--- src/hw/rtl/ctg_pkg.sv ---
// ----------------------------------------------------------------------------
// ctg_pkg
// Shared types, register codes and constant tables of the circular
// trajectory generator (CORDIC gain and arctangent tables).
// ----------------------------------------------------------------------------
package ctg_pkg;

	// width of the signed CORDIC angle residue (2^-32 turn units)
	localparam int Z_W = 33;
	// width of the gain and arctangent table entries
	localparam int TAB_W = 30;

	// configuration register indexes
	typedef enum logic [1:0] {
		REG_RADIUS       = 2'd0,
		REG_PHASE_STEP   = 2'd1,
		REG_START_PHASE  = 2'd2,
		REG_SAMPLE_COUNT = 2'd3
	} ctg_reg_t;

	// quadrant of the phase, taken from its two top bits
	typedef enum logic [1:0] {
		QUAD_I   = 2'd0,
		QUAD_II  = 2'd1,
		QUAD_III = 2'd2,
		QUAD_IV  = 2'd3
	} ctg_quad_t;

	// configuration register set
	typedef struct packed {
		logic [15:0] radius;
		logic [31:0] phase_step;
		logic [31:0] start_phase;
		logic [15:0] sample_count;
	} ctg_cfg_t;

	// side information that travels along the chain with each point
	typedef struct packed {
		ctg_quad_t   quad;
		logic [15:0] index;
		logic        last;
	} ctg_tag_t;

	// CORDIC gain K(n) * 2^30 for n = 8..24 iterations
	localparam logic [TAB_W-1:0] GAIN_Q30 [17] = '{
		30'd652039507, 30'd652034532, 30'd652033289, 30'd652032978,
		30'd652032900, 30'd652032880, 30'd652032876, 30'd652032874,
		30'd652032874, 30'd652032874, 30'd652032874, 30'd652032874,
		30'd652032874, 30'd652032874, 30'd652032874, 30'd652032874,
		30'd652032874
	};

	// atan(2^-i) in units of 2^-32 turn
	localparam logic [TAB_W-1:0] ATAN_TURNS [24] = '{
		30'd536870912, 30'd316933406, 30'd167458907, 30'd85004756,
		30'd42667331,  30'd21354465,  30'd10679838,  30'd5340245,
		30'd2670163,   30'd1335087,   30'd667544,    30'd333772,
		30'd166886,    30'd83443,     30'd41722,     30'd20861,
		30'd10430,     30'd5215,      30'd2608,      30'd1304,
		30'd652,       30'd326,       30'd163,       30'd81
	};

	function automatic logic [TAB_W-1:0] gain_q30(input int n);
		return GAIN_Q30[n - 8];
	endfunction

	function automatic logic [TAB_W-1:0] atan_turn(input int i);
		return ATAN_TURNS[i];
	endfunction

endpackage

--- src/hw/rtl/ctg_cordic_cell.sv ---
// ----------------------------------------------------------------------------
// ctg_cordic_cell
// One rotation-mode CORDIC iteration with its register. Rotates the vector
// by +/- atan(2^-STAGE) toward a zero angle residue and passes the point on.
// ----------------------------------------------------------------------------
module ctg_cordic_cell
	import ctg_pkg::*;
#(
	parameter int STAGE = 0,
	parameter int W     = 35
) (
	input  logic                  clk,
	input  logic                  arst_n,
	input  logic                  ce,
	input  logic                  valid_in,
	input  logic signed [W-1:0]   x_in,
	input  logic signed [W-1:0]   y_in,
	input  logic signed [Z_W-1:0] z_in,
	input  ctg_tag_t              tag_in,
	output logic                  valid_q,
	output logic signed [W-1:0]   x_q,
	output logic signed [W-1:0]   y_q,
	output logic signed [Z_W-1:0] z_q,
	output ctg_tag_t              tag_q
);

	localparam logic signed [Z_W-1:0] ANGLE = {{(Z_W-TAB_W){1'b0}}, atan_turn(STAGE)};

	logic signed [W-1:0] dx;
	logic signed [W-1:0] dy;
	logic                pos;

	// floor shifts of the cross terms
	assign dx  = y_in >>> STAGE;
	assign dy  = x_in >>> STAGE;
	assign pos = ~z_in[Z_W-1];

	always_ff @(posedge clk or negedge arst_n) begin
		if (!arst_n) begin
			valid_q <= 1'b0;
		end else if (ce) begin
			valid_q <= valid_in;
		end
	end

	// micro-rotation
	always_ff @(posedge clk) begin
		if (ce) begin
			if (pos) begin
				x_q <= x_in - dx;
				y_q <= y_in + dy;
				z_q <= z_in - ANGLE;
			end else begin
				x_q <= x_in + dx;
				y_q <= y_in - dy;
				z_q <= z_in + ANGLE;
			end
			tag_q <= tag_in;
		end
	end

endmodule

--- config.mk ---
export PLATFORM = sky130hd
export DESIGN_NAME = ctg_cordic_cell
export DESIGN_NICKNAME = d
export VERILOG_FILES = /design/src/hw/rtl/ctg_pkg.sv /design/src/hw/rtl/ctg_cordic_cell.sv
export SDC_FILE = /design/constraint.sdc
export NUM_CORES = 1
export LEC_CHECK = 0
export ABC_CLOCK_PERIOD_IN_PS = 1000
export BUFFER_PORTS_ARGS = -buffer_cell sky130_fd_sc_hd__clkbuf_2
export CORE_UTILIZATION = 55
export CTS_BUF_LIST = sky130_fd_sc_hd__clkbuf_16
export DETAILED_ROUTE_END_ITERATION = 10
export PLACE_DENSITY_LB_ADDON = 0.15
export RECOVER_POWER = 50
export SLEW_MARGIN = 20
export SYNTH_ARGS = -nofsm -noshare
export SYNTH_HDL_FRONTEND = slang
export SYNTH_SLANG_ARGS = --single-unit
--- constraint.sdc ---
create_clock -name clk -period 1 [get_ports clk]
set_clock_uncertainty 0.2 [all_clocks]
set_input_delay 0.15 -clock clk [delete_from_list [all_inputs] [get_ports clk]]
set_output_delay 0.15 -clock clk [all_outputs]
set_load 0.05 [all_outputs]
==> results of run 1 <==
[cells by family after synthesis]
group,count (synthesis)
AO/OA/AOI/OAI,363
XOR/XNOR,67
adder cells (fa/ha/maj),108
buffers and inverters,160
flip-flops,122
multiplexers,15
AND/OR/NAND/NOR,242
[metrics by stage]
step	cell area, um2	std cells	setup TNS, ps
3_3_place_gp	14700	1887	-123210
3_5_place_dp	14700	1887	-130710
2_1_floorplan	10600	1077	-81350
[synthesized netlist by cell type (7+ instances only)]
cell	number	area, um2
sky130_fd_sc_hd__a211oi_1	11	82.6
sky130_fd_sc_hd__a21o_1	30	225
sky130_fd_sc_hd__a21oi_1	135	676
sky130_fd_sc_hd__a31oi_1	7	43.8
sky130_fd_sc_hd__buf_1	7	26.3
sky130_fd_sc_hd__buf_2	9	45.0
sky130_fd_sc_hd__buf_4	8	60.1
sky130_fd_sc_hd__clkbuf_1	26	97.6
sky130_fd_sc_hd__edfxtp_1	121	3630
sky130_fd_sc_hd__ha_1	104	1300
sky130_fd_sc_hd__inv_1	104	390
sky130_fd_sc_hd__mux2i_1	14	140
sky130_fd_sc_hd__nand2_1	45	169
sky130_fd_sc_hd__nand2b_1	9	56.3
sky130_fd_sc_hd__nand3_1	15	75.1
sky130_fd_sc_hd__nand4_1	13	81.3
sky130_fd_sc_hd__nor2_1	86	323
sky130_fd_sc_hd__nor2b_1	12	75.1
sky130_fd_sc_hd__nor3_1	16	80.1
sky130_fd_sc_hd__nor4_1	9	56.3
sky130_fd_sc_hd__o211ai_1	11	82.6
sky130_fd_sc_hd__o21a_1	7	52.6
sky130_fd_sc_hd__o21ai_0	76	380
sky130_fd_sc_hd__o21bai_1	22	165
sky130_fd_sc_hd__o31ai_1	9	67.6
sky130_fd_sc_hd__or3_1	7	43.8
sky130_fd_sc_hd__xnor2_1	60	526
sky130_fd_sc_hd__xor2_1	7	61.3
==> results.toml, run 1 <==
[synth]
synthXorXnorAreaFrac_pct = 5.89
synthesis.nets = 1311
post_synth_instance_area_um2 = 9950
synth_edf_count = 121
syn_area_per_cell_um2 = 9.24
yosys.area_share.adder_pct = 13.9
yosysUniqueCellTypes = 78
synth-simple-area-share_pct = 12.1
synth_cells = 1077
ys_ff_latch = 122
warning_count_from_the_yosys_run = 0
synth.yosys.seq_area_share_pct = 36.8
post_synthesis_compound_gate_area_fraction_pct = 23.2
asyncSetResetFlopFracSynth_pct = 0.820
yosys-mux-area-fraction_pct = 1.52
synthFlopType = "sky130_fd_sc_hd__edfxtp_1"
synth_top_family_by_area = "compound AO/OA/AOI/OAI gates"

[status]
lastStage = "4_1_cts"
outcome = "aborted with a tool error"
firstError = "[ERROR DPL-0038] Utilization greater than 100%, impossible to legalize"

[clock_network]
htree_num_levels = 4
cts_setup_buffers = 31
cts_resized = 403
cts_num_sinks = 122
cts_made_buffers = 17
cts.hold.buffers_added = 52
ctsLongestPathBuffers = 2
cts_root_buffer = "sky130_fd_sc_hd__clkbuf_16"

[floorplanning]
design.portCount = 249
initial_util_pct = 57.0
floorplan.rows = 48
fp.dieW_um = 137
die_ht_um = 137

[place]
gp_congestion = 1.06
post-place-ws_ps = -2160
portBuffers = 248
post-dp-hpwl_um = 33000
==> run 2, diff against run 1 <==
Settings changed: CORE_UTILIZATION 55 to 40, CTS_BUF_LIST sky130_fd_sc_hd__clkbuf_16 to default.
==> run 2 against run 1 <==
Effect of this change: the flow now finishes, with violations (hold timing, setup timing); area after synthesis stayed put; synthesized cell count stayed put.
==> results.toml, run 2 <==
[synth]
synth.yosys.seq_area_share_pct = 36.8
synth_cells = 1077
post_synth_instance_area_um2 = 9950
ys_ff_latch = 122
asyncSetResetFlopFracSynth_pct = 0.820
syn_area_per_cell_um2 = 9.24
yosysUniqueCellTypes = 78
netlist_top_cells_area = "sky130_fd_sc_hd__edfxtp_1 (37%), sky130_fd_sc_hd__ha_1 (13%), sky130_fd_sc_hd__a21oi_1 (6.8%)"
synth_edf_count = 121
warning_count_from_the_yosys_run = 0
synth.most_common_cell = "sky130_fd_sc_hd__a21oi_1"
synthesis.nets = 1311
yosys_top_cell_area_share_pct = 36.5
synthFlopType = "sky130_fd_sc_hd__edfxtp_1"
synth_largest_area_cell = "sky130_fd_sc_hd__edfxtp_1"
post_synth_most_frequent_cells = "sky130_fd_sc_hd__a21oi_1 (135), sky130_fd_sc_hd__edfxtp_1 (121), sky130_fd_sc_hd__ha_1 (104), sky130_fd_sc_hd__inv_1 (104), sky130_fd_sc_hd__nor2_1 (86)"

[final_layout]
post-route-cell-area_um2 = 18600
final_cell_mix = "sky130_fd_sc_hd__buf_4 (369), sky130_fd_sc_hd__edfxtp_1 (121), sky130_fd_sc_hd__clkbuf_2 (111)"
layout.nets = 1986
largest_register_ffs = 35
seq_area_um2 = 3660
final_common_cell = "sky130_fd_sc_hd__buf_4"
share_of_layout_cells_above_drive_strength_1_pct = 53.9
number_of_inserted_diodes = 0
fillers = 1609
multi_input_area_um2 = 7160
fin_cells = 2089
top_regs = "x_q (35), y_q (34), z_q (33)"
largest_register = "x_q"
flow.area_growth_from_synthesis_pct = 86.7

[power]
total_leakage_power_nw = 8.32
vdd_ir_drop_max_mv = 1.00
power_after_layout_mw = 26.3
power_per_cell_area_nw_per_um2 = 1410

[place]
post-place-ws_ps = -2280
placed_cell_area_um2 = 14600
post-dp-hpwl_um = 30400
post-place-cells = 1962
portBuffers = 248
gp_congestion = 0.950

[clock_network]
clkLatencyLatePin_ps = 420
cts.hold.buffers_added = 52
cts_tree = "built"
ctsLongestPathBuffers = 2
cts_num_sinks = 122
cts_made_buffers = 17
htree_num_levels = 4
worst_setup_hold_path_clk_slew_ps = 70
cts_root_buffer = "sky130_fd_sc_hd__clkbuf_16"

[global_route]
pin_count_of_the_biggest_net_entering_global_routing = 31
grt.overflow.total = 0
gr-usage-all-layers_pct = 32.4
grt_first_pass_wirelength_um = 63300
antenna_violations_before_repair = 0
vias_in_the_first_global_route = 11400

[setup_path]
critPathLaunchType = "primary input"
worst_path_largest_cell_delay_ps = 400
critPathMostFrequentCell = "sky130_fd_sc_hd__or3_4"
worst_path_dominant_cell_family = "simple AND/OR/NAND/NOR gates"
worst_r2r_endpoint = "valid_q$_DFFE_PN0P_"
timing.critical_path.arrival_ps = 2560
worst-endpoint-required_ps = 980
crit_path_cell_trace = "clkbuf_8 > inv_4 > ha_4 > or3_4 > or3_4 > nor3b_4 > o2111ai_2 > buf_4 > nand3_2 > a31oi_2 > o21bai_2 > o21ai_2 > xnor2_1"
r2r.worst_path.cells = 1
slowest_stage = "sky130_fd_sc_hd__or3_4"
critPathLaunch = "x_in[17]"
worstSetupEndpointType = "flop"
critical_path.reg2reg.startpoint = "valid_q$_DFFE_PN0P_"
cp.buffers_inverters = 3
crit_type = "primary input to flop"
critPathMaxFanout = 4
setup.reg_to_reg.worst_slack_ps = 10

[sta]
tightest_slew_ps = 558
final_max_slew_viol_count = 0
timing_hold_violations_final = 2
maxSlewHeadroom_pct = 62.4
max_clock_freq_ghz = 0.387
number_of_setup_violations_in_the_final_report = 193
fin_crit_share_pct = 258
timing.hold.ws_ps = -51.9
finalSetupTns_ps = -127680
finalWorstSetupSlack_ps = -1580
rsz0062_at_grt = "true"
post-route-min-period_ps = 2580

[floorplanning]
area_of_the_core_um2 = 24400
die_ht_um = 160
initial_util_pct = 40.8
design.die.area_um2 = 25500
floorplan.rows = 57
fp.dieW_um = 160
design.portCount = 249

[min_path]
hold_path.class = "primary input to flop"
hp-start = "z_in[31]"
hold-path-endpoint = "z_q[32]$_DFFE_PP_"
hold_depth = 3

[route]
detail_route.first_pass.iterations = 5
drc_errors = 0
total_vias_in_the_final_route = 11200
post_route_wl_um = 43600
met2WireLength_um = 21700
top_layer = "met4"
dr_wl_cell_um = 20.9
routedLengthMet1_um = 17600
drt-initial-drc-count = 860
met3_length_um = 2710
detail_route.vias_per_cell = 5.35
drt.antenna.violating_nets = 0

[status]
outcome = "finished, violations left"
failed_checks = "hold timing, setup timing"

[job]
cap_violations = 0
[run 2: logic make-up (layout without fill, tap and decap cells)]
family	Yosys count	in the layout	share of synthesized area [%]
buf+inv	160	848	6.67
xor+xnor	67	67	5.89
simple gates	242	242	12.1
flops	122	122	36.8
compound gates	363	363	23.2
mux	15	15	1.52
fa+ha+maj	108	108	13.9
[run 2: per-stage QoR]
step	util [%]	hold slack, ps
2_1_floorplan	-	-346
3_3_place_gp	60.0	-274
3_5_place_dp	60.0	-273
4_1_cts	72.9	-49.3
5_1_grt	76.2	-40.8
6_report	76.2	-51.9
[run 2: worst max-delay path by stage]
stage	end	slack (ps)	depth (start not counted)
detailed placement	y_q[24]$_DFFE_PP_	-2280	11
floorplan	y_q[31]$_DFFE_PP_	-1560	11
global placement	y_q[24]$_DFFE_PP_	-2220	11
finish	x_q[32]$_DFFE_PP_	-1580	13
CTS	x_q[30]$_DFFE_PP_	-1540	12
global route	x_q[21]$_DFFE_PP_	-1680	14
[run 2: final cells by class]
class	instances	share of cell area, %
inverters	107	2.50
clock buffers	17	2.29
multi-input cells	795	38.5
repair buffers	709	33.8
flip-flops and latches	122	19.7
clock inverters	15	0.963
well taps	324	2.18
[run 2: power breakdown]
group | switching, mW | internal, mW
combinational | 6.97 | 5.65
clock | 2.88 | 3.78
sequential | 0.467 | 6.54
total | 10.3 | 16.0
[run 2: metal layers]
layer,GRT usage [%],up-vias
met5,0,-
met4,13.6,0
met3,6.26,105
met2,55.8,478
met1,39.5,5350
li1,-,5252
[run 2: timing repair]
action,4_1_cts,5_1_grt
endpoints found under the hold margin,53,2
setup buffers,27,31
setup endpoints to repair,194,193
resized for setup,407,203
pin swaps,116,107
Power figures use the tool's default switching activity.
