--- src/hw/rtl/ctg_pkg.sv ---
// ----------------------------------------------------------------------------
// ctg_pkg
// Shared types, register codes and constant tables of the circular
// trajectory generator (CORDIC gain and arctangent tables).
// ----------------------------------------------------------------------------
package ctg_pkg;

	// width of the signed CORDIC angle residue (2^-32 turn units)
	localparam int Z_W = 33;
	// width of the gain and arctangent table entries
	localparam int TAB_W = 30;

	// configuration register indexes
	typedef enum logic [1:0] {
		REG_RADIUS       = 2'd0,
		REG_PHASE_STEP   = 2'd1,
		REG_START_PHASE  = 2'd2,
		REG_SAMPLE_COUNT = 2'd3
	} ctg_reg_t;

	// quadrant of the phase, taken from its two top bits
	typedef enum logic [1:0] {
		QUAD_I   = 2'd0,
		QUAD_II  = 2'd1,
		QUAD_III = 2'd2,
		QUAD_IV  = 2'd3
	} ctg_quad_t;

	// configuration register set
	typedef struct packed {
		logic [15:0] radius;
		logic [31:0] phase_step;
		logic [31:0] start_phase;
		logic [15:0] sample_count;
	} ctg_cfg_t;

	// side information that travels along the chain with each point
	typedef struct packed {
		ctg_quad_t   quad;
		logic [15:0] index;
		logic        last;
	} ctg_tag_t;

	// CORDIC gain K(n) * 2^30 for n = 8..24 iterations
	localparam logic [TAB_W-1:0] GAIN_Q30 [17] = '{
		30'd652039507, 30'd652034532, 30'd652033289, 30'd652032978,
		30'd652032900, 30'd652032880, 30'd652032876, 30'd652032874,
		30'd652032874, 30'd652032874, 30'd652032874, 30'd652032874,
		30'd652032874, 30'd652032874, 30'd652032874, 30'd652032874,
		30'd652032874
	};

	// atan(2^-i) in units of 2^-32 turn
	localparam logic [TAB_W-1:0] ATAN_TURNS [24] = '{
		30'd536870912, 30'd316933406, 30'd167458907, 30'd85004756,
		30'd42667331,  30'd21354465,  30'd10679838,  30'd5340245,
		30'd2670163,   30'd1335087,   30'd667544,    30'd333772,
		30'd166886,    30'd83443,     30'd41722,     30'd20861,
		30'd10430,     30'd5215,      30'd2608,      30'd1304,
		30'd652,       30'd326,       30'd163,       30'd81
	};

	function automatic logic [TAB_W-1:0] gain_q30(input int n);
		return GAIN_Q30[n - 8];
	endfunction

	function automatic logic [TAB_W-1:0] atan_turn(input int i);
		return ATAN_TURNS[i];
	endfunction

endpackage

--- src/hw/rtl/ctg_phase_seq.sv ---
// ----------------------------------------------------------------------------
// ctg_phase_seq
// Phase accumulator and point counter. Picks the phase of each accepted
// tick, marks the last point of the run and loads the gain-scaled start
// vector for the CORDIC chain.
// ----------------------------------------------------------------------------
module ctg_phase_seq
	import ctg_pkg::*;
#(
	parameter int CORDIC_STAGES = 16,
	parameter int PHASE_BITS    = 32,
	parameter int DATA_BITS     = 16,
	parameter int W             = 35
) (
	input  logic                clk,
	input  logic                arst_n,
	input  logic                ce,
	input  logic                in_valid,
	input  logic                restart,
	input  ctg_cfg_t            cfg,
	output logic                valid_s1,
	output logic signed [W-1:0] x_s1,
	output logic signed [Z_W-1:0] z_s1,
	output ctg_tag_t            tag_s1
);

	localparam int PROD_W = 16 + TAB_W;
	localparam logic [TAB_W-1:0] GAIN = gain_q30(CORDIC_STAGES);

	logic [15:0]           counter_q;
	logic [PHASE_BITS-1:0] acc_q;
	logic [PHASE_BITS-1:0] start_acc;
	logic [PHASE_BITS-1:0] step_acc;
	logic [PHASE_BITS-1:0] acc_now;
	logic [31:0]           turn32;
	logic                  accept;
	logic                  begin_run;
	logic [15:0]           cnt;
	logic [15:0]           count_eff;
	logic                  last;
	logic [PROD_W-1:0]     prod;

	// align the 32-bit phase registers to the accumulator and back
	generate
		if (PHASE_BITS >= 32) begin : g_wide
			if (PHASE_BITS > 32) begin : g_pad
				assign start_acc = {cfg.start_phase, {(PHASE_BITS-32){1'b0}}};
				assign step_acc  = {cfg.phase_step, {(PHASE_BITS-32){1'b0}}};
			end else begin : g_same
				assign start_acc = cfg.start_phase;
				assign step_acc  = cfg.phase_step;
			end
			assign turn32 = acc_now[PHASE_BITS-1 -: 32];
		end else begin : g_narrow
			assign start_acc = cfg.start_phase[31 -: PHASE_BITS];
			assign step_acc  = cfg.phase_step[31 -: PHASE_BITS];
			assign turn32    = {acc_now, {(32-PHASE_BITS){1'b0}}};
		end
	endgenerate

	// point selection for this tick
	assign accept    = in_valid & ce;
	assign begin_run = restart | (counter_q == '0);
	assign cnt       = begin_run ? '0 : counter_q;
	assign acc_now   = begin_run ? start_acc : acc_q;
	assign count_eff = (cfg.sample_count == '0) ? 16'd1 : cfg.sample_count;
	assign last      = ({1'b0, cnt} + 17'd1) >= {1'b0, count_eff};

	// gain-compensated start vector
	assign prod = {{TAB_W{1'b0}}, cfg.radius} * {16'b0, GAIN};

	// accumulator and counter
	always_ff @(posedge clk or negedge arst_n) begin
		if (!arst_n) begin
			counter_q <= '0;
			acc_q     <= '0;
		end else if (accept) begin
			if (last) begin
				counter_q <= '0;
				acc_q     <= start_acc;
			end else begin
				counter_q <= cnt + 16'd1;
				acc_q     <= acc_now + step_acc;
			end
		end
	end

	// chain entry register
	always_ff @(posedge clk or negedge arst_n) begin
		if (!arst_n) begin
			valid_s1 <= 1'b0;
		end else if (ce) begin
			valid_s1 <= in_valid;
		end
	end

	always_ff @(posedge clk) begin
		if (ce) begin
			x_s1         <= W'(prod >> (30 - DATA_BITS));
			z_s1         <= {3'b0, turn32[29:0]};
			tag_s1.quad  <= ctg_quad_t'(turn32[31:30]);
			tag_s1.index <= cnt;
			tag_s1.last  <= last;
		end
	end

	// a last point sends the counter back to the start of a run
	a_last_clears: assert property (@(posedge clk) disable iff (!arst_n)
		accept && last |=> counter_q == '0)
		else $error("counter not cleared after last point");

	// a point that is not last advances the counter by one
	a_count_step: assert property (@(posedge clk) disable iff (!arst_n)
		accept && !last |=> counter_q == $past(cnt) + 16'd1)
		else $error("counter did not advance");

	// a restart always issues point zero
	a_restart_zero: assert property (@(posedge clk) disable iff (!arst_n)
		accept && restart |=> valid_s1 && tag_s1.index == '0)
		else $error("restart did not begin at index zero");

endmodule

--- config.mk ---
export PLATFORM = sky130hd
export DESIGN_NAME = ctg_phase_seq
export DESIGN_NICKNAME = d
export VERILOG_FILES = /design/src/hw/rtl/ctg_pkg.sv /design/src/hw/rtl/ctg_phase_seq.sv
export SDC_FILE = /design/constraint.sdc
export NUM_CORES = 1
export LEC_CHECK = 0
export BUFFER_PORTS_ARGS = -buffer_cell sky130_fd_sc_hd__buf_2
export CORE_MARGIN = 3
export CORE_UTILIZATION = 50
export CTS_CLUSTER_DIAMETER = 30
export DETAILED_ROUTE_END_ITERATION = 8
export GPL_ROUTABILITY_DRIVEN = 0
export HOLD_SLACK_MARGIN = 0.12
export PLACE_DENSITY_LB_ADDON = 0.15
export SETUP_SLACK_MARGIN = 0.5
export SYNTH_ARGS = -nofsm -noshare
export SYNTH_HDL_FRONTEND = slang
export SYNTH_SLANG_ARGS = --single-unit
--- constraint.sdc ---
create_clock -name clk -period 5.55 [get_ports clk]
set_input_delay 0.8325 -clock clk [delete_from_list [all_inputs] [get_ports clk]]
set_output_delay 0.8325 -clock clk [all_outputs]
set_load 0.1 [all_outputs]
* Word level (Yosys, flattened, before mapping)
Cells that the tools add are included.
** Word-level totals
- Register bits after elaboration :: 130
- Bits of input ports :: 101
- Output and inout bits :: 88
- Word-level logic and storage cells :: 22
** Operators by class
- Add/subtract/negate cells :: 3
- $mul :: 1
- $lt $le $gt $ge :: 1
- Mux-type cells :: 5
- Bitwise operators :: 2
- Reductions and logical operators :: 2
** Operators with widths (count)
- 32-bit 2-to-1 mux :: 2
- 16-bit 2-to-1 mux :: 3
- 16-bit by 29-bit multiplier with 45-bit output (second input constant) :: 1
- 32-bit adder :: 1
- 16-bit zero test :: 2
- 16-bit by 1-bit adder with 17-bit output (second input constant) :: 1
- 17-bit by 16-bit >= comparator with 1-bit output :: 1
- 16-bit by 1-bit adder with 16-bit output (second input constant) :: 1
- 1-bit AND :: 1
- 1-bit OR :: 1

* Depth between registers and ports, before layout
Gate-level depths: netlist of the first run.
- Depth after elaboration :: 6
- Gate-level depth with buffers :: 23
- Mapped depth without buffers :: 23

* Worst setup path after synthesis of the first run
No wires, ideal clock.
- Path kind :: input to register
- Start :: in cfg[85] in the netlist's numbering
- End :: reg x_s1[31] (data pin)
- Library setup time :: 258 ps
- Arrival :: 6032 ps
- Required time :: 5292 ps
- Slack :: -740 ps
- Stages on the path :: 23
- Path buffers :: 0
- Path through :: inv_1 ha_1 inv_1 fa_1 inv_1 fa_1 inv_1 fa_1 inv_1 fa_1 fa_1 inv_1 ha_1 a21oi_1 o21ai_0 a221oi_1 o32a_1 o21ba_1 a311o_1 nand3b_2 a21oi_2 o21ba_1 xnor2_1
** Between the ends
- Word-level cells in the longest chain between the ends :: 1
** RTL lines
- start: declaration :: line ctg_phase_seq.sv:20 : input ctg_cfg_t cfg,
- 16-bit by 29-bit multiplier with 45-bit output :: line ctg_phase_seq.sv:70 : assign prod = {{TAB_W{1'b0}}, cfg.radius} * {16'b0, GAIN};
- named net prod[45] :: line ctg_phase_seq.sv:41 : logic [PROD_W-1:0] prod;
- end signal: assignment :: line ctg_phase_seq.sv:99 : x_s1 <= W'(prod >> (30 - DATA_BITS));
- end: declaration :: line ctg_phase_seq.sv:22 : output logic signed [W-1:0] x_s1,
The timed path passes the listed nets, and every way through them passes these cells.
A chain may end at the register's enable or synchronous reset.

* Final worst setup path of the first run
- Start :: in cfg[84] in the netlist's numbering
- End :: reg x_s1[31] (data pin)
The elaborated chain is that of the path after synthesis.

==> results of run 1 <==
how the worst max path moves through the flow:
stage / from / to / slack, ps / cells after the start
after floorplan: cfg[83] / x_s1[31] / -550 / 21
after global placement: cfg[94] / x_s1[31] / -1040 / 24
after detailed placement: cfg[93] / x_s1[31] / -1140 / 24
after CTS: cfg[82] / x_s1[31] / -510 / 23
after global routing: cfg[81] / x_s1[31] / -660 / 23
final: cfg[84] / x_s1[31] / -510 / 20
tightest hold or removal path: cells and delay by family, from the launching register on:
kind | cells | cell delay, ps
flip-flops | 1 | 340
AND/OR/NAND/NOR | 2 | 100
layer usage:
layer | up-vias | part of all wire
li1 | 5853 | -
met1 | 5932 | 0.42
met2 | 406 | 0.48
met3 | 83 | 0.060
met4 | 0 | 0.035
met5 | - | 0
what timing repair did:
action / 4_1_cts / 5_1_grt
gates resized for setup: 90 / 50
setup buffers: 17 / 10
pin swaps: 76 / 62
hold buffers: 0 / 0
endpoints found under the setup margin: 32 / 32
through the flow:
| step | area (µm²) | setup TNS [ps] | hold WS (ps) |
|---|---|---|---|
| final | 19400 | -5460 | 479 |
| after global routing | 19400 | -10380 | 494 |
| after CTS | 19200 | -4750 | 479 |
| after detailed placement | 18100 | -19390 | 466 |
| after global placement | 18100 | -17260 | 459 |
| after floorplan | 15400 | -3180 | 449 |
placed cells by master (no fill, tap or decap), drive strengths merged, types with 4 or more instances in the layout:
cell type / instances
a211oi: 12
a21o: 22
a21oi: 69
a31oi: 4
and2: 11
and3: 11
and4: 5
buf: 401
clkbuf: 19
clkinv: 5
clkinvlp: 4
conb: 6
dfrtp: 49
edfxtp: 81
fa: 173
ha: 208
inv: 301
mux2i: 15
nand2: 188
nand2b: 7
nand3: 28
nand4: 11
nor2: 63
nor2b: 14
nor3: 20
nor4: 7
o21a: 10
o21ai: 67
o21bai: 8
o31ai: 5
or2: 8
xnor2: 42
xor2: 30
cells by family (layout without fill, tap and decap cells):
group | Yosys count | after routing | share of synthesized area
multiplexers | 15 | 15 | 0.00999
XOR/XNOR | 72 | 72 | 0.0420
other | 1 | 6 | 0.000250
buffers and inverters | 332 | 732 | 0.0852
AND/OR/NAND/NOR | 382 | 382 | 0.116
AO/OA/AOI/OAI | 232 | 232 | 0.0994
adder cells (fa/ha/maj) | 381 | 381 | 0.404
flip-flops | 130 | 130 | 0.243
flip-flops by register name (all words and copies together), names as in the netlist:
name       cells
acc_q         32
counter_q     16
tag_s1        19
valid_s1       1
x_s1          32
z_s1          30
layout make-up:
cell class / count / area (µm²) / share of cell area
Tap cell: 384 / 480 / 0.0247
Clock inverter: 13 / 135 / 0.00696
Clock buffer: 19 / 443 / 0.0228
Timing Repair Buffer: 401 / 2750 / 0.141
Inverter: 299 / 1120 / 0.0579
Multi-Input combinational cell: 1088 / 10800 / 0.558
Sequential cell: 130 / 3660 / 0.188
==> impl_metrics.yaml, run 1 <==
detailed_routing:
  drt-initial-drc-count: 863
  antenna_left: 0
  detail_route.first_pass.iterations: 5
  vias: 12300
  viasPerCell: 5.26
  routedWlPerCell_um: 17.2
  drc: 0
  totalWireLength_um: 40200
sta:
  finalHoldViolCount: 0
  max_freq_mhz: 165
  clock_skew_ps: 13.1
  period_minus_slack_ps: 6060
  relSlewSlack: 0.312
  setup_violations: 23
  fin_crit_sh: 1.09
  tightestPinTransition_ps: 1030
  slew_viol_final: 0
  rsz0062_at_grt: "yes"
  fin_ws_ps: -505
setup_path:
  regToRegSetupSlack_ps: 880
  r2r-start: "counter_q[3]"
  crit_chain: "buf_12 > fa_1 > fa_1 > fa_1 > fa_1 > fa_1 > inv_1 > fa_1 > inv_2 > ha_4 > nand2_1 > o21ai_2 > a221oi_2 > o32a_1 > o21ba_4 > a311o_1 > nand3b_4 > a21oi_2 > o21ba_1 > xnor2_1"
  worst_setup_path_start_kind: "input pin"
  cpPeakStageDelay_ps: 600
  path_max_fanout: 5
  critPathTopFamily: "adder cells"
  required_ps: 5730
  slowest_stage: "fa_1"
  r2r_end: "acc_q[30]"
  cp.arrival_ps: 6230
  critPathCaptureType: "register"
  cpMostUsedCell: "fa_1"
  rr_worst_depth: 17
  crit_type: "input pin to register"
  worst-path-buf-inv: 3
grt:
  top_usage_layer: "met2"
  grt_pass1_vias: 12600
  gr-usage-met3: 0.0331
  grtUsageMet2: 0.438
  grt_max_degree: 54
  grt_util_met1: 0.330
  grt-ovfl-total: 0
  gr-usage-all-layers: 0.255
  antenna_found_initial: 0
  grt_pass1_wl_um: 63400
min_path:
  min_from: "acc_q[30]"
  hp-class: "register to register"
  hold_depth: 2
  hold_end: "acc_q[30]"
synth:
  synth_area_per_cell_um2: 9.73
  synth_warnings: 0
  synth_seq_cells: 130
  syn_inst: 1545
  yosysSeqAreaShare: 0.243
  ys_top_cells_by_area: "fa_1 23%, ha_1 17%, edfxtp_1 16%"
  synth_top_area_cell: "fa_1"
  yosysMostFrequentCell: "inv_1"
  synthArstFlopShare: 0.377
  synth.distinct_cells: 74
  syn_area_mm2: 0.0150
  synth_top_area_frac: 0.230
  synthFlopType: "edfxtp_1"
  synth_edf_count: 81
  synth_common_cells: "299 x inv_1, 208 x ha_1, 188 x nand2_1, 173 x fa_1, 81 x edfxtp_1"
cells_and_area:
  finalNonFillerCells: 2334
  antennaDiodeCount: 0
  fin_util: 0.666
  fin_nets: 2419
  fillers: 2406
  drive_gt1_frac: 0.300
  area_growth_pct: 29.3
clock_network:
  clkTransAtPathRegs_ps: 60
  cts.path.max_buffers: 2
  clk_latency_ps: 420
  htreeDepth: 4
  tritoncts: "built"
  cts_root_buf: "clkbuf_16"
  clock-sinks: 130
  numCtsBuffers: 17
die:
  start_util: 0.515
  dieHeight_um: 179
  rows: 62
  die_w_um: 179
  ioPinCount: 189
  die-area_mm2: 0.0322
  core_mm2: 0.0292
run:
  drv_cap: 0
placed_design:
  dp_cells: 2275
  hpwl_um: 33200
  dp_slack_ps: -1140
  port_buffers: 182
status:
  status: "finished, violations left"
  violations: "negative setup slack"
Power of run 1 is not shown: default switching activity piles up to over one toggle a cycle in this logic, so the estimate is an artifact.
==> run 2, diff against run 1 <==
--- a/config.mk
+++ b/config.mk
@@ -5,11 +5,11 @@
 export SDC_FILE = /design/constraint.sdc
 export NUM_CORES = 1
 export LEC_CHECK = 0
-export BUFFER_PORTS_ARGS = -buffer_cell sky130_fd_sc_hd__buf_2
 export CORE_MARGIN = 3
 export CORE_UTILIZATION = 50
 export CTS_CLUSTER_DIAMETER = 30
 export DETAILED_ROUTE_END_ITERATION = 8
+export DONT_BUFFER_PORTS = 1
 export GPL_ROUTABILITY_DRIVEN = 0
 export HOLD_SLACK_MARGIN = 0.12
 export PLACE_DENSITY_LB_ADDON = 0.15
==> impl_metrics.yaml, run 2 (same netlist as run 1, synthesis figures left out) <==
status:
  status: "finished, violations left"
  violations: "negative setup slack"
setup_path:
  cpMostUsedCell: "fa_1"
  crit_type: "input pin to register"
  path_max_fanout: 5
  critPathCaptureType: "register"
  rr_worst_depth: 17
  r2r_end: "acc_q[30]"
  crit_chain: "fa_2 > fa_1 > fa_1 > fa_1 > fa_1 > inv_2 > fa_1 > inv_2 > ha_4 > buf_6 > a211oi_2 > o21ai_1 > a221oi_2 > o32a_1 > o21ba_4 > a311o_1 > nand3b_4 > buf_4 > buf_4 > buf_4 > xor2_1"
  cp.arrival_ps: 6130
  worst_setup_path_start_kind: "input pin"
  regToRegSetupSlack_ps: 870
  cpPeakStageDelay_ps: 590
  required_ps: 5730
  cp-startpoint: "cfg[86]"
  slowest_stage: "fa_2"
  r2r-start: "counter_q[3]"
placed_design:
  hpwl_um: 31800
  placed_cell_area_mm2: 0.0169
  port_buffers: 0
  dp_cells: 2056
die:
  die-area_mm2: 0.0322
  core_mm2: 0.0292
  ioPinCount: 189
  rows: 62
  start_util: 0.515
  die_w_um: 179
  dieHeight_um: 179
clock_network:
  tritoncts: "built"
  clock-sinks: 130
  clk_latency_ps: 420
  clkTransAtPathRegs_ps: 60
  htreeDepth: 4
  cts.path.max_buffers: 2
  numCtsBuffers: 17
  cts_root_buf: "clkbuf_16"
detailed_routing:
  routedWlPerCell_um: 18.4
  detail_route.first_pass.iterations: 7
  route.met3.wl_um: 2410
  wirelength_met1_um: 16700
  vias: 11200
  drc: 0
  totalWireLength_um: 38800
  dr_wl_met2_um: 18700
  drt-initial-drc-count: 666
  viasPerCell: 5.34
  highest_layer: "met4"
  antenna_left: 0
sta:
  finalHoldViolCount: 0
  slew_viol_final: 0
  max_freq_mhz: 168
  setup_violations: 9
  fin_setup_tns_ps: -1840
  rsz0062_at_grt: "yes"
  tightestPinTransition_ps: 989
  relSlewSlack: 0.342
  clock_skew_ps: 11.6
  period_minus_slack_ps: 5960
  fin_ws_ps: -408
  fin_crit_sh: 1.07
cells_and_area:
  reg_top3: "acc_q (32), x_s1 (32), z_s1 (30)"
  area_growth_pct: 20.3
  antennaDiodeCount: 0
  design_area_mm2: 0.0181
  drive_gt1_frac: 0.199
  fin_util: 0.620
  layout_commonest_cell: "inv_1"
  finalNonFillerCells: 2105
  layout_common_cells: "278 x inv_1, 182 x nand2_1, 177 x ha_1"
  fin_nets: 2190
  fillers: 2458
min_path:
  hp-class: "input pin to async pin"
grt:
  antenna_found_initial: 0
  gr-usage-all-layers: 0.246
  grt_max_degree: 85
  grt_pass1_wl_um: 61300
  grt_pass1_vias: 11700
  grt-ovfl-total: 0
run:
  drv_cap: 0
[run 2: cell types whose count changed in the layout (fill, tap and decap cells not counted), sizes merged]
cell,change
clkinv,-3
buf,-229
inv,+1
clkinvlp,-1
bufinv,+2
clkbuf,+1
[run 2: final cells by class]
cell class                 count  area, µm²  share of cell area
multi-input combinational   1088      10800               0.599
sequential                   130       3660               0.202
timing repair buffer         172       1370              0.0759
inverter                     299       1120              0.0621
tap                          384        480              0.0266
clock buffer                  20        447              0.0247
clock inverter                12        179             0.00989
[run 2: repair_timing]
item | in CTS | in global routing
pin swaps | 62 | 60
buffers inserted | 10 | 6
hold buffers | 1 | 0
setup endpoints to repair | 30 | 31
resized for setup | 52 | 47
endpoints found under the hold margin | 49 | 0
[run 2: worst max-delay path: cells and delay by family]
kind,cells,cell delay [ps]
adders and majority gates,7,3250
AOI/OAI and AO/OA,6,1240
xor gates and xnor gates,1,130
buffers and inverters,6,590
and+or+nand+nor,1,90
[run 2: worst max-delay path by stage]
stage | end | slack [ps] | depth (start not counted)
after CTS | x_s1[31] | -330 | 20
after global routing | x_s1[31] | -570 | 19
final | x_s1[29] | -410 | 21
after floorplan | x_s1[31] | -550 | 21
after detailed placement | x_s1[31] | -930 | 21
after global placement | x_s1[31] | -850 | 21
[run 2: layer usage]
| layer | up-vias | global-route usage |
|---|---|---|
| met3 | 53 | 0.0497 |
| met1 | 5513 | 0.320 |
| met5 | - | 0 |
| met2 | 290 | 0.415 |
| met4 | 0 | 0.0757 |
| li1 | 5391 | - |
[run 2: stage by stage]
stage / setup slack (ps) / hold WS, ps
global route: -566 / 266
global placement: -853 / 462
floorplan: -554 / 449
CTS: -332 / 251
finish: -408 / 255
detailed placement: -934 / 468
Power of run 2 is left out for the same reason.
